[src/hdl/dhrb_pkg.sv]
package dhrb_pkg;

   localparam int DATA_W           = 16;
   localparam int IDX_W            = 13;
   localparam int SEG_W            = 3;
   localparam int CMD_W            = 3;
   localparam int WINDOW_WORDS_DEF = 8192;

   // command codes carried in tuser
   localparam logic [CMD_W-1:0] CMD_P0_WR    = 3'd0;
   localparam logic [CMD_W-1:0] CMD_P1_WR    = 3'd1;
   localparam logic [CMD_W-1:0] CMD_P1_RD    = 3'd2;
   localparam logic [CMD_W-1:0] CMD_P3_WR    = 3'd3;
   localparam logic [CMD_W-1:0] CMD_HOST_CTL = 3'd4;
   localparam logic [CMD_W-1:0] CMD_HOST_WR  = 3'd5;
   localparam logic [CMD_W-1:0] CMD_HOST_RD  = 3'd6;

   localparam logic [SEG_W-1:0]  SEG_RAM   = 3'd3;
   localparam logic [DATA_W-1:0] CTL_START = 16'h0000;
   localparam logic [DATA_W-1:0] CTL_STOP  = 16'h0001;

   // packed so that host_halt sits in the lowest bit
   typedef struct packed {
      logic dsp_bio;
      logic dsp_int;
      logic dsp_halt;
      logic host_halt;
   } status_type;

   typedef struct packed {
      logic              we;
      logic              re;
      logic [IDX_W-1:0]  addr;
      logic [DATA_W-1:0] wdata;
   } mem_req_type;

endpackage

[src/hdl/dhrb_ctrl.sv]
module dhrb_ctrl #(
   parameter int WINDOW_WORDS = dhrb_pkg::WINDOW_WORDS_DEF
) (
   input  logic                         clock,
   input  logic                         reset,
   input  logic                         req_acc,
   input  logic [dhrb_pkg::CMD_W-1:0]   cmd,
   input  logic [dhrb_pkg::DATA_W-1:0]  data,
   input  logic [dhrb_pkg::IDX_W-1:0]   host_word,
   output dhrb_pkg::mem_req_type        mem_req,
   output dhrb_pkg::status_type         status
);

   localparam logic [dhrb_pkg::IDX_W:0] WIN_LIM = (dhrb_pkg::IDX_W + 1)'(WINDOW_WORDS);

   logic [dhrb_pkg::IDX_W-1:0] idx_ff, idx_in;
   logic [dhrb_pkg::SEG_W-1:0] seg_ff, seg_in;
   logic                       run_ff, run_in;
   dhrb_pkg::status_type       stat_ff, stat_in;
   logic                       dsp_hit;
   logic                       host_hit;
   logic                       data_zero;

   assign dsp_hit   = (seg_ff == dhrb_pkg::SEG_RAM) && ({1'b0, idx_ff} < WIN_LIM);
   assign host_hit  = {1'b0, host_word} < WIN_LIM;
   assign data_zero = data == '0;

   always_comb begin
      idx_in        = idx_ff;
      seg_in        = seg_ff;
      run_in        = run_ff;
      stat_in       = stat_ff;
      mem_req.we    = 1'b0;
      mem_req.re    = 1'b0;
      mem_req.addr  = idx_ff;
      mem_req.wdata = data;
      if (req_acc) begin
         unique case (cmd)
            dhrb_pkg::CMD_P0_WR: begin
               idx_in = data[dhrb_pkg::IDX_W-1:0];
               seg_in = data[dhrb_pkg::DATA_W-1:dhrb_pkg::IDX_W];
            end
            dhrb_pkg::CMD_P1_WR: begin
               run_in = 1'b0;
               if (dsp_hit) begin
                  mem_req.we = 1'b1;
                  // a zero in word 0 or 1 arms the host release
                  if ((idx_ff[dhrb_pkg::IDX_W-1:1] == '0) && data_zero) begin
                     run_in = 1'b1;
                  end
               end
            end
            dhrb_pkg::CMD_P1_RD: begin
               mem_req.re = dsp_hit;
            end
            dhrb_pkg::CMD_P3_WR: begin
               if (data[dhrb_pkg::DATA_W-1]) begin
                  stat_in.dsp_bio = 1'b0;
               end
               if (data_zero) begin
                  if (run_ff) begin
                     stat_in.host_halt = 1'b0;
                     run_in            = 1'b0;
                  end
                  stat_in.dsp_bio = 1'b1;
               end
            end
            dhrb_pkg::CMD_HOST_CTL: begin
               if (data == dhrb_pkg::CTL_START) begin
                  stat_in.dsp_halt  = 1'b0;
                  stat_in.dsp_int   = 1'b1;
                  stat_in.host_halt = 1'b1;
               end else if (data == dhrb_pkg::CTL_STOP) begin
                  stat_in.dsp_int  = 1'b0;
                  stat_in.dsp_halt = 1'b1;
               end
            end
            dhrb_pkg::CMD_HOST_WR: begin
               mem_req.we   = host_hit;
               mem_req.addr = host_word;
            end
            dhrb_pkg::CMD_HOST_RD: begin
               mem_req.re   = host_hit;
               mem_req.addr = host_word;
            end
            default: begin
            end
         endcase
      end
   end

   always_ff @(posedge clock) begin
      if (reset) begin
         idx_ff            <= '0;
         seg_ff            <= '0;
         run_ff            <= 1'b0;
         stat_ff.host_halt <= 1'b0;
         stat_ff.dsp_halt  <= 1'b1;
         stat_ff.dsp_int   <= 1'b0;
         stat_ff.dsp_bio   <= 1'b0;
      end else begin
         idx_ff  <= idx_in;
         seg_ff  <= seg_in;
         run_ff  <= run_in;
         stat_ff <= stat_in;
      end
   end

   assign status = stat_in;

endmodule

[config.mk]
export PLATFORM = sky130hd
export DESIGN_NAME = dhrb_ctrl
export DESIGN_NICKNAME = d
export VERILOG_FILES = /design/src/hdl/dhrb_pkg.sv /design/src/hdl/dhrb_ctrl.sv
export SDC_FILE = /design/constraint.sdc
export NUM_CORES = 1
export LEC_CHECK = 0
export BUFFER_PORTS_ARGS = -buffer_cell sky130_fd_sc_hd__buf_4
export CAP_MARGIN = 15
export CORE_MARGIN = 4
export CORE_UTILIZATION = 30
export CTS_BUF_LIST = sky130_fd_sc_hd__clkbuf_16
export DETAILED_ROUTE_END_ITERATION = 7
export HOLD_SLACK_MARGIN = 0.02
export PLACE_DENSITY = 0.56
export SLEW_MARGIN = 20
export SYNTH_ARGS = -nofsm -noshare
export SYNTH_HDL_FRONTEND = slang
export SYNTH_SLANG_ARGS = --single-unit
[constraint.sdc]
create_clock -name clock -period 1.95 [get_ports clock]
set_clock_uncertainty 0.2 [all_clocks]
set_input_delay 0.0975 -clock clock [delete_from_list [all_inputs] [get_ports clock]]
set_output_delay 0.0975 -clock clock [all_outputs]
set_load 0.1 [all_outputs]
**Yosys cells after proc, flatten, opt, wreduce, memory -nomap -nowiden**

Cells that the tools add are included.

- Output and inout port bits: 35
- Memories kept: 0
- Register bits after elaboration: 21
- Word-level logic and storage cells: 44
- Latch bits: 0
- RAM bits: 0
- ROM bits: 0

- Bitwise operators: 0
- $mul: 0
- Magnitude comparators: 0
- Divide/modulo/power cells: 0
- Multiplexer cells: 20
- Equal/unequal tests: 9
- Reduce and logical (&&, ||, !) cells: 8
- Add/subtract/negate cells: 0
- Shift-type cells: 0

Operators with widths:

| kind | number |
|---|---|
| 16-bit by 1-bit equality test with 1-bit output, second input constant | 1 |
| 16-bit zero test | 1 |
| 15-bit two-way mux | 1 |
| 13-bit two-way mux | 1 |
| 12-bit zero test | 1 |
| 1-bit two-way mux | 10 |
| 3-bit by 2-bit equality test with 1-bit output, second input constant | 3 |
| 3-bit equality test, second input constant | 3 |
| 1-bit one-hot mux with 2 select lines | 4 |
| 2-bit two-way mux | 3 |
| 4-bit two-way mux | 1 |
| 3-bit by 1-bit equality test with 1-bit output, second input constant | 1 |
| 3-bit zero test | 1 |
| 3-bit AND reduction | 1 |
| 2-bit inequality test, second input constant | 1 |
| 2-bit AND reduction | 1 |
| 2-bit nonzero test | 1 |
| 2-bit OR reduction | 1 |
| 1-bit logical AND | 1 |

**Longest topological paths before layout**

Gate-level depths: netlist of run 1.

- Depth after elaboration: 5
- Depth in mapped cells: 5

**Least setup slack after synthesis of run 1**

No wires, ideal clock.

- Path type: input port to output port
- Start point: input data[1] (netlist name)
- End point: output status[2] (netlist name)
- Stages: 5
- Setup slack: -1.040 ns
- Data arrival time: 2.693 ns
- Buffers on the path: 1
- Cell sequence: or4_4 nor2_4 and4_1 buf_6 mux2i_1

RTL lines:

| item | RTL line | text |
|---|---|---|
| start: declaration | dhrb_ctrl.sv:8 | `input logic [dhrb_pkg::DATA_W-1:0] data,` |
| end: declaration | dhrb_ctrl.sv:11 | `output dhrb_pkg::status_type status` |

==> results of run 1 <==
==> kinds of logic (layout without fill, tap and decap cells) <==
| family | after synthesis | after routing | share of synthesized area |
|---|---|---|---|
| and+or+nand+nor | 68 | 68 | 0.280 |
| buffers and inverters | 25 | 109 | 0.130 |
| AOI/OAI and AO/OA | 23 | 23 | 0.102 |
| DFF | 21 | 21 | 0.333 |
| muxes | 17 | 17 | 0.155 |
==> metal layers <==
metal | global-route usage | share of wire | up-vias
met5 | 0 | 0 | -
met4 | 0.0656 | 0.0078 | 0
met3 | 0.0248 | 0.058 | 2
met2 | 0.264 | 0.52 | 44
met1 | 0.191 | 0.41 | 631
li1 | - | - | 691
==> sequential cells by signal, indices dropped and copies added (netlist names) <==
| register | cells |
|---|---|
| idx_ff | 13 |
| run_ff | 1 |
| seg_ff | 3 |
| stat_ff | 4 |
==> what timing repair did <==
item / in CTS / in global routing
hold endpoints to repair: 17 / 0
gates resized for setup: 10 / 3
setup buffers: 2 / 0
pin swaps: 3 / 2
endpoints found under the setup margin: 3 / 11
hold buffers: 21 / 0
==> worst max-delay path, delay by kind of cell <==
| family | cells | cell delay (ns) |
|---|---|---|
| buffers and inverters | 3 | 0.38 |
| muxes | 1 | 0.31 |
| and+or+nand+nor | 3 | 0.88 |
==> per-stage QoR <==
stage          setup slack [ns]  area (µm²)
4_1_cts                 -0.0232        2140
5_1_grt                 -0.0645        2150
3_5_place_dp             -0.132        1800
3_3_place_gp             -0.107        1800
2_1_floorplan            -0.151        1290
6_report                -0.0291        2150
==> cell usage in the layout, fill, tap and decap left out, drive strengths merged <==
cell and n:
nand3 1, mux2i 2, a311oi 1, a21o 1
or4b 1, o21ai 1, inv 3, and4 2
or4 2, nand3b 3, and4b 1, mux2 15
nor3 3, nor4b 1, nor2 9, a32oi 1
nor4 5, a21oi 17, clkbuf 3, nand2 35
and2 2, nand4 1, dlygate4sd3 21, a31oi 2
nand2b 2, buf 82, dfxtp 21
==> path summary, 6_finish.rpt <==
path | startpoint | end | slack [ns] | cells after the start
setup / recovery | data[9] | status[1] | -0.03 | 7
hold / removal | data[1] | idx_ff[1] | 0.009 | 4
setup reg to reg | idx_ff[7] | idx_ff[7] | 0.56 | 3
hold reg to reg | seg_ff[0] | seg_ff[0] | 0.26 | 2
==> cell usage after synthesis, drive strengths merged <==
master / number
nor4b: 1
a311oi: 1
a31oi: 2
a21o: 1
nand2b: 2
or4: 2
nor2: 9
dfxtp: 21
or4b: 1
nand4: 1
inv: 2
nand3b: 3
mux2i: 2
nand2: 35
nor3: 3
buf: 19
o21ai: 1
a32oi: 1
and4: 2
and4b: 1
clkbuf: 4
and2: 2
nand3: 1
nor4: 5
mux2: 15
a21oi: 17
==> final cells by class <==
type                            instances  area (µm²)
Clock buffer                            3        75.1
Clock inverter                          1        3.75
Fill cell                             381        1880
Inverter                                2        7.51
Multi-Input combinational cell        108         711
Sequential cell                        21         420
Tap cell                               50        62.6
Timing Repair Buffer                  103         873
==> power by group through the flow <==
| stage | Clock (mW) | Combinational (mW) | Sequential, mW |
|---|---|---|---|
| after floorplan | 0 | 0.307 | 0.449 |
| after global placement | 0 | 0.419 | 0.450 |
| after detailed placement | 0 | 0.421 | 0.451 |
| after CTS | 0.433 | 0.450 | 0.441 |
| after global routing | 0.449 | 0.469 | 0.442 |
| final | 0.416 | 0.451 | 0.441 |
==> metrics.cfg, run 1 <==
[timing]
finalCritPeriodShare=1.01
slew_violations=0
setup_slack_ns=-0.0291
timing.fmax_ghz=0.505
setup-tns-final_ns=-0.0291
hold_viol_final=0
tightest_slew_ns=0.350
rsz0062_at_grt=true
holdWs_ns=0.00876
relSlewSlack=0.765
finalSetupViolCount=1
layout_min_cycle_time_ns=1.98

[logic_synthesis]
yosys_warnings=0
ys_seq_area_frac=0.333
synth_area_mm2=0.00126
syn_avg_cell_area_um2=8.21
synth-seq-cells=21
yosysTopAreaCell=dfxtp_1
synth_top_cell_area_share=0.333
ys_types=31
syn_nets=189
yosys-top-cells-area=dfxtp_1 33%, mux2_2 12%, nand2_1 10%, buf_4 9.5%, a21oi_1 6.7%
syn_inst=154

[power_and_ir_drop]
power_frac_clock=0.318
p_sw_mw=0.454
power_mw=1.31
leakage_nw=0.959
combPwrFrac=0.345
switching_share=0.347
p_per_area_mw_per_mm2=607
cellInternalPower_mw=0.854
p_seq_frac=0.337
vdd_ir_drop_max_uv=430

[clock_network]
cts_buffers=3
cts_sinks=21
clk_pin_slew_ns=0.05
cts_tree=yes
clk_latency_ns=0.25
h-tree-depth=1
cts.path.max_buffers=2
root_buffer=clkbuf_16

[floorplan]
core.rowCount=23
chipHeight_um=72.9
ioPinCount=70
die_area_mm2=0.00531
initial_core_util=0.314
die_w_um=72.9
core-area_mm2=0.00403

[drt]
num_vias=1368
wl_per_cell_um=13.8
drc=0
drtIter0Drc=42
wl_mm=3.99
first_pass_iters=4
detail-route-antenna-nets=0
viasPerCell=4.75

[worst_setup_path]
path_cells=buf_6, or4_4, nor2_4, and4_1, buf_6, mux2_4, buf_12
critPathKind=input pin to output pin
crit_top_cell=buf_6
cp.arrival_ns=1.68
cp_data_required_time_ns=1.65
endpoint_kind=output pin
crit_path_top_delay_cell=or4_4
max_stage_delay_ns=0.54
crit_fanout=3
startpoint_type=input pin

[layout]
fin_nets=274
layoutNonFillerInstCount=288
drive_above_1_share=0.458
antenna-diode-count=0
area_delta_synth_final_pct=70.4
fin_util=0.534

[global_route]
grt_pass1_vias=1381
globalRoute.totalOverflow=0
grt_pass1_wl_mm=6.52
grt_util_all_layers=0.154
antenna_found_initial=0
grt_max_degree=25

[worst_hold_path]
hold_path_class=input pin to flip-flop

[job]
maxCapViolations=0

[status]
violations=negative setup slack
status=finished, violations left

[placed_design]
post-dp-hpwl_mm=2.94
globalplace.congestion=0.809
io_buffers=69
dp_cells=261

No activity file was read; power rests on OpenSTA's default activity.
==> inputs of run 2 (changes only) <==
--- a/config.mk
+++ b/config.mk
@@ -5,14 +5,14 @@
 export SDC_FILE = /design/constraint.sdc
 export NUM_CORES = 1
 export LEC_CHECK = 0
-export BUFFER_PORTS_ARGS = -buffer_cell sky130_fd_sc_hd__buf_4
 export CAP_MARGIN = 15
 export CORE_MARGIN = 4
 export CORE_UTILIZATION = 30
 export CTS_BUF_LIST = sky130_fd_sc_hd__clkbuf_16
 export DETAILED_ROUTE_END_ITERATION = 7
+export DONT_BUFFER_PORTS = 1
 export HOLD_SLACK_MARGIN = 0.02
-export PLACE_DENSITY = 0.56
+export PLACE_DENSITY = 0.42
 export SLEW_MARGIN = 20
 export SYNTH_ARGS = -nofsm -noshare
 export SYNTH_HDL_FRONTEND = slang
==> metrics.cfg, run 2 (synthesized netlist as in run 1, its figures left out) <==
[worst_setup_path]
path_cells=dlygate4sd3_1, nor2_1, mux2_4
rr_worst_depth=3  ; unchanged
worst_r2r_startpoint=seg_ff[1]
cp.arrival_ns=1.82  ; +0.14 ns
critPathKind=input pin to flip-flop
max_stage_delay_ns=1.27  ; +0.73 ns
rr_endpoint=seg_ff[1]
crit_path_top_delay_cell=dlygate4sd3_1
startpoint_type=input pin
crit_fanout=4  ; +1
cp_data_required_time_ns=1.89  ; +0.24 ns
reg2reg_slack_ns=0.61  ; +0.05 ns
endpoint_kind=flip-flop
crit_start=data[0]

[clock_network]
clk_pin_slew_ns=0.06  ; about the same
cts_setup_buffers=0  ; -2
cts_buffers=3  ; unchanged
clk_latency_ns=0.25  ; about the same
root_buffer=clkbuf_16
cts.path.max_buffers=2  ; unchanged
cts_sinks=21  ; unchanged
h-tree-depth=1  ; unchanged
cts_tree=yes

[power_and_ir_drop]
vdd_ir_drop_max_uv=455  ; +5.9%
leakage_nw=0.694  ; -28%
p_per_area_mw_per_mm2=665  ; +9.6%
power_mw=1.26  ; -3.7%

[worst_hold_path]
hold_end=idx_ff[0]
hold_path_class=input pin to flip-flop
worstHoldPathCells=4  ; unchanged
holdCritStartpoint=cmd[2]

[global_route]
grt_util_all_layers=0.145  ; -0.00899
grt_pass1_vias=1215  ; -12%
antenna_found_initial=0  ; unchanged
grt_max_degree=24  ; -4.0%
globalRoute.totalOverflow=0  ; unchanged
grt_pass1_wl_mm=6.07  ; -6.9%

[layout]
fin_nets=217  ; -21%
mostFrequentLayoutCells=35 x nand2_1, 23 x dlygate4sd3_1, 21 x dfxtp_1
fin_area_mm2=0.00189  ; -12%
antenna-diode-count=0  ; unchanged
seq_area_um2=420  ; unchanged
largest_registers=idx_ff x13, stat_ff x4, seg_ff x3
fillers=387  ; +1.6%
regMostFlops=idx_ff
layoutNonFillerInstCount=231  ; -20%
multiInputGateArea_um2=713  ; +0.35%
fin_util=0.470  ; -0.0649
final_common_cell=nand2_1
area_delta_synth_final_pct=49.7
drive_above_1_share=0.293  ; -0.165
largest_reg_flops=13  ; unchanged

[timing]
hold_viol_final=0  ; unchanged
tightest_slew_ns=1.10  ; +0.752 ns
finalCritPeriodShare=0.965  ; -0.0497
layout_min_cycle_time_ns=1.88  ; -0.0970 ns
holdWs_ns=0.0334  ; +0.0247 ns
slew_violations=0  ; unchanged
setup-tns-final_ns=0  ; +0.0291 ns
rsz0062_at_grt=false
relSlewSlack=0.263  ; -0.501
finalSetupViolCount=0  ; -1
timing.fmax_ghz=0.531  ; +5.2%
setup_slack_ns=0.0679  ; +0.0970 ns

[floorplan]
die_area_mm2=0.00531  ; unchanged
chipHeight_um=72.9  ; unchanged
core.rowCount=23  ; unchanged
ioPinCount=70  ; unchanged
die_w_um=72.9  ; unchanged
initial_core_util=0.314  ; unchanged
core-area_mm2=0.00403  ; unchanged

[placed_design]
globalplace.congestion=0.749  ; -7.4%
post-dp-hpwl_mm=2.65  ; -9.7%
dp_cells=203  ; -22%
post_dp_cell_area_mm2=0.00157  ; -13%
io_buffers=0  ; -100%
place_ws_ns=-0.00684  ; +0.125 ns

[drt]
wl_mm=3.71  ; -6.9%
wl_per_cell_um=16.1  ; +16%
num_vias=1132  ; -17%
drtIter0Drc=39  ; -7.1%
first_pass_iters=4  ; unchanged
detail-route-antenna-nets=0  ; unchanged
drc=0  ; unchanged
viasPerCell=4.90  ; +3.2%

[job]
maxCapViolations=0  ; unchanged

[status]
status=completed

run 2: how the worst max path moves through the flow:
| stage | to | slack, ns | cells past startpoint |
|---|---|---|---|
| floorplan | mem_req[29] | -0.15 | 4 |
| global placement | status[2] | 0.009 | 5 |
| detailed placement | status[2] | -0.007 | 5 |
| CTS | seg_ff[1] | 0.05 | 3 |
| global route | status[3] | 0.003 | 6 |
| finish | stat_ff[2] | 0.07 | 3 |
run 2: layer usage:
metal / track usage / part of all wire / up-vias
met5: 0 / 0 / -
met4: 0.0307 / 0.0081 / 0
met3: 0.0441 / 0.083 / 2
met2: 0.248 / 0.49 / 47
met1: 0.180 / 0.42 / 505
li1: - / - / 578
run 2: what timing repair did:
| item | CTS | global route |
|---|---|---|
| gates resized for setup | 1 | 1 |
| endpoints found under the hold margin | 37 | 0 |
| hold buffers | 24 | 0 |
| gates cloned | 0 | 0 |
| setup endpoints to repair | 1 | 1 |
run 2: critical path, delay by kind of cell:
kind / cells / cell delay (ns)
buffers and inverters: 1 / 1.27
muxes: 1 / 0.30
and+or+nand+nor: 1 / 0.15
run 2: area by class of cell:
| class | count | share of cell area |
|---|---|---|
| clock inverter | 1 | 0.00265 |
| inverter | 2 | 0.00397 |
| tap | 50 | 0.0331 |
| sequential | 21 | 0.222 |
| clock buffer | 3 | 0.0397 |
| multi-input combinational | 108 | 0.377 |
| timing repair buffer | 46 | 0.321 |
run 2: power breakdown:
| group | total (mW) | internal, mW | leakage (nW) | switching (mW) |
|---|---|---|---|---|
| Sequential | 0.441 | 0.436 | 0.170 | 0.00508 |
| Clock | 0.425 | 0.275 | 0.0409 | 0.150 |
| Combinational | 0.393 | 0.108 | 0.483 | 0.285 |
| Total | 1.26 | 0.819 | 0.694 | 0.440 |
==> inputs of run 3 (changes only) <==
--- a/config.mk
+++ b/config.mk
@@ -5,7 +5,8 @@
 export SDC_FILE = /design/constraint.sdc
 export NUM_CORES = 1
 export LEC_CHECK = 0
-export CAP_MARGIN = 15
+export CAP_MARGIN = 20
+export CORE_ASPECT_RATIO = 1.2
 export CORE_MARGIN = 4
 export CORE_UTILIZATION = 30
 export CTS_BUF_LIST = sky130_fd_sc_hd__clkbuf_16
==> metrics.cfg, run 3 (synthesized netlist as in run 1, its figures left out) <==
[status]
status=completed

[placed_design]
dp_cells=206  ; +1.5%
place_ws_ns=-0.0282  ; -0.0214 ns
io_buffers=0  ; unchanged
globalplace.congestion=0.692  ; -7.6%
post-dp-hpwl_mm=2.71  ; +2.1%

[timing]
relSlewSlack=0.276  ; +0.0129
layout_min_cycle_time_ns=1.89  ; +0.00420 ns
rsz0062_at_grt=true
setup_slack_ns=0.0637  ; -0.00420 ns
tightest_slew_ns=1.08  ; -0.0194 ns
finalCritPeriodShare=0.967  ; +0.00216
hold_viol_final=0  ; unchanged
timing.fmax_ghz=0.530  ; -0.22%
slew_violations=0  ; unchanged
finalSetupViolCount=0  ; unchanged
setup-tns-final_ns=0  ; unchanged

[power_and_ir_drop]
combPwrFrac=0.310  ; -0.002
p_seq_frac=0.349  ; about the same
leakage_nw=0.688  ; -0.75%
switching_share=0.354  ; +0.00466
vdd_ir_drop_max_uv=265  ; -42%
power_mw=1.26  ; +0.37%
p_sw_mw=0.448  ; +1.7%
p_per_area_mw_per_mm2=670  ; +0.64%
power_frac_clock=0.341  ; +0.004
cellInternalPower_mw=0.816  ; -0.35%

[worst_setup_path]
cp.arrival_ns=1.83  ; about the same
reg2reg_slack_ns=0.56  ; -0.05 ns
critPathKind=input pin to flip-flop
endpoint_kind=flip-flop
crit_fanout=4  ; unchanged
cp_data_required_time_ns=1.89  ; about the same
startpoint_type=input pin

[floorplan]
chipHeight_um=79.1  ; +8.5%
ioPinCount=70  ; unchanged
die_w_um=67.2  ; -7.8%
core.rowCount=25  ; +8.7%
initial_core_util=0.316  ; +0.00196
die_area_mm2=0.00532  ; about the same
core-area_mm2=0.00400  ; -0.62%

[drt]
wl_per_cell_um=16.7  ; +4.1%
first_pass_iters=4  ; unchanged
drc=0  ; unchanged
drtIter0Drc=53  ; +36%
detail-route-antenna-nets=0  ; unchanged
viasPerCell=5.04  ; +2.8%
wl_mm=3.90  ; +5.0%
num_vias=1174  ; +3.7%

[layout]
largest_registers=idx_ff x13, stat_ff x4, seg_ff x3
multiInputGateArea_um2=722  ; +1.2%
largest_reg_flops=13  ; unchanged
regMostFlops=idx_ff
drive_above_1_share=0.296  ; +0.00327
seq_area_um2=420  ; unchanged
fin_util=0.471  ; +0.00168
final_common_cell=nand2_1
fin_nets=215  ; -0.92%
area_delta_synth_final_pct=49.3
mostFrequentLayoutCells=35 x nand2_1, 22 x dlygate4sd3_1, 21 x dfxtp_1
layoutNonFillerInstCount=233  ; +0.87%
fillers=423  ; +9.3%
antenna-diode-count=0  ; unchanged

[job]
maxCapViolations=0  ; unchanged

[clock_network]
cts_buffers=3  ; unchanged
cts_sinks=21  ; unchanged
clk_latency_ns=0.25  ; about the same
cts_tree=yes
clk_pin_slew_ns=0.06  ; about the same
root_buffer=clkbuf_16
cts.path.max_buffers=2  ; unchanged
h-tree-depth=1  ; unchanged

[global_route]
antenna_found_initial=0  ; unchanged
grt_util_all_layers=0.151  ; +0.00583
globalRoute.totalOverflow=0  ; unchanged
grt_max_degree=24  ; unchanged
grt_pass1_wl_mm=6.11  ; +0.56%
grt_pass1_vias=1281  ; +5.4%

[worst_hold_path]
hold_path_class=input pin to flip-flop

run 3: cell types whose count changed in the layout (fill, tap and decap cells not counted), sizes merged:
cell and delta:
dlygate4sd3 -1, buf -1, clkinv -1, inv +1
run 3: area by class of cell:
class / instances / share of cell area
Sequential cell: 21 / 0.223
Clock inverter: 1 / 0.00199
Inverter: 2 / 0.00398
Timing Repair Buffer: 44 / 0.313
Tap cell: 54 / 0.0358
Multi-Input combinational cell: 108 / 0.383
Clock buffer: 3 / 0.0398
run 3: through the flow:
stage / area, µm² / hold WS (ns)
final: 1890 / 0.0262
after global routing: 1890 / 0.0470
after CTS: 1880 / 0.0286
after detailed placement: 1570 / -0.0274
after global placement: 1570 / -0.0293
after floorplan: 1290 / 0.0335
run 3: what timing repair did:
action | 4_1_cts | 5_1_grt
pin swaps | 0 | 0
hold endpoints to repair | 37 | 0
resized for setup | 1 | 3
setup buffers | 0 | 0
hold buffers | 23 | 0
setup endpoints to repair | 1 | 2
run 3: routing by layer:
layer / part of all wire / GRT usage / vias up
li1: - / - / 569
met4: 0.0064 / 0.0467 / 0
met5: 0 / 0 / -
met1: 0.38 / 0.171 / 561
met2: 0.54 / 0.266 / 40
met3: 0.078 / 0.0453 / 4
run 3: worst paths after layout:
kind             start          to  cells after the start
min reg2reg  idx_ff[0]   idx_ff[0]                      2
max reg2reg  idx_ff[8]   idx_ff[8]                      3
max            data[0]  stat_ff[2]                      3
min              reset      run_ff                      4
run 3: power groups by stage:
stage | Combinational (mW) | Sequential [mW] | Clock (mW)
3_3_place_gp | 0.213 | 0.451 | 0
3_5_place_dp | 0.214 | 0.451 | 0
5_1_grt | 0.403 | 0.442 | 0.458
2_1_floorplan | 0.307 | 0.449 | 0
4_1_cts | 0.393 | 0.441 | 0.443
6_report | 0.392 | 0.441 | 0.430
run 3: worst max-delay path, cell delays in order:
cell,delay (ns)
dlygate4sd3_1,1.25
nor2_1,0.17
mux2_4,0.30
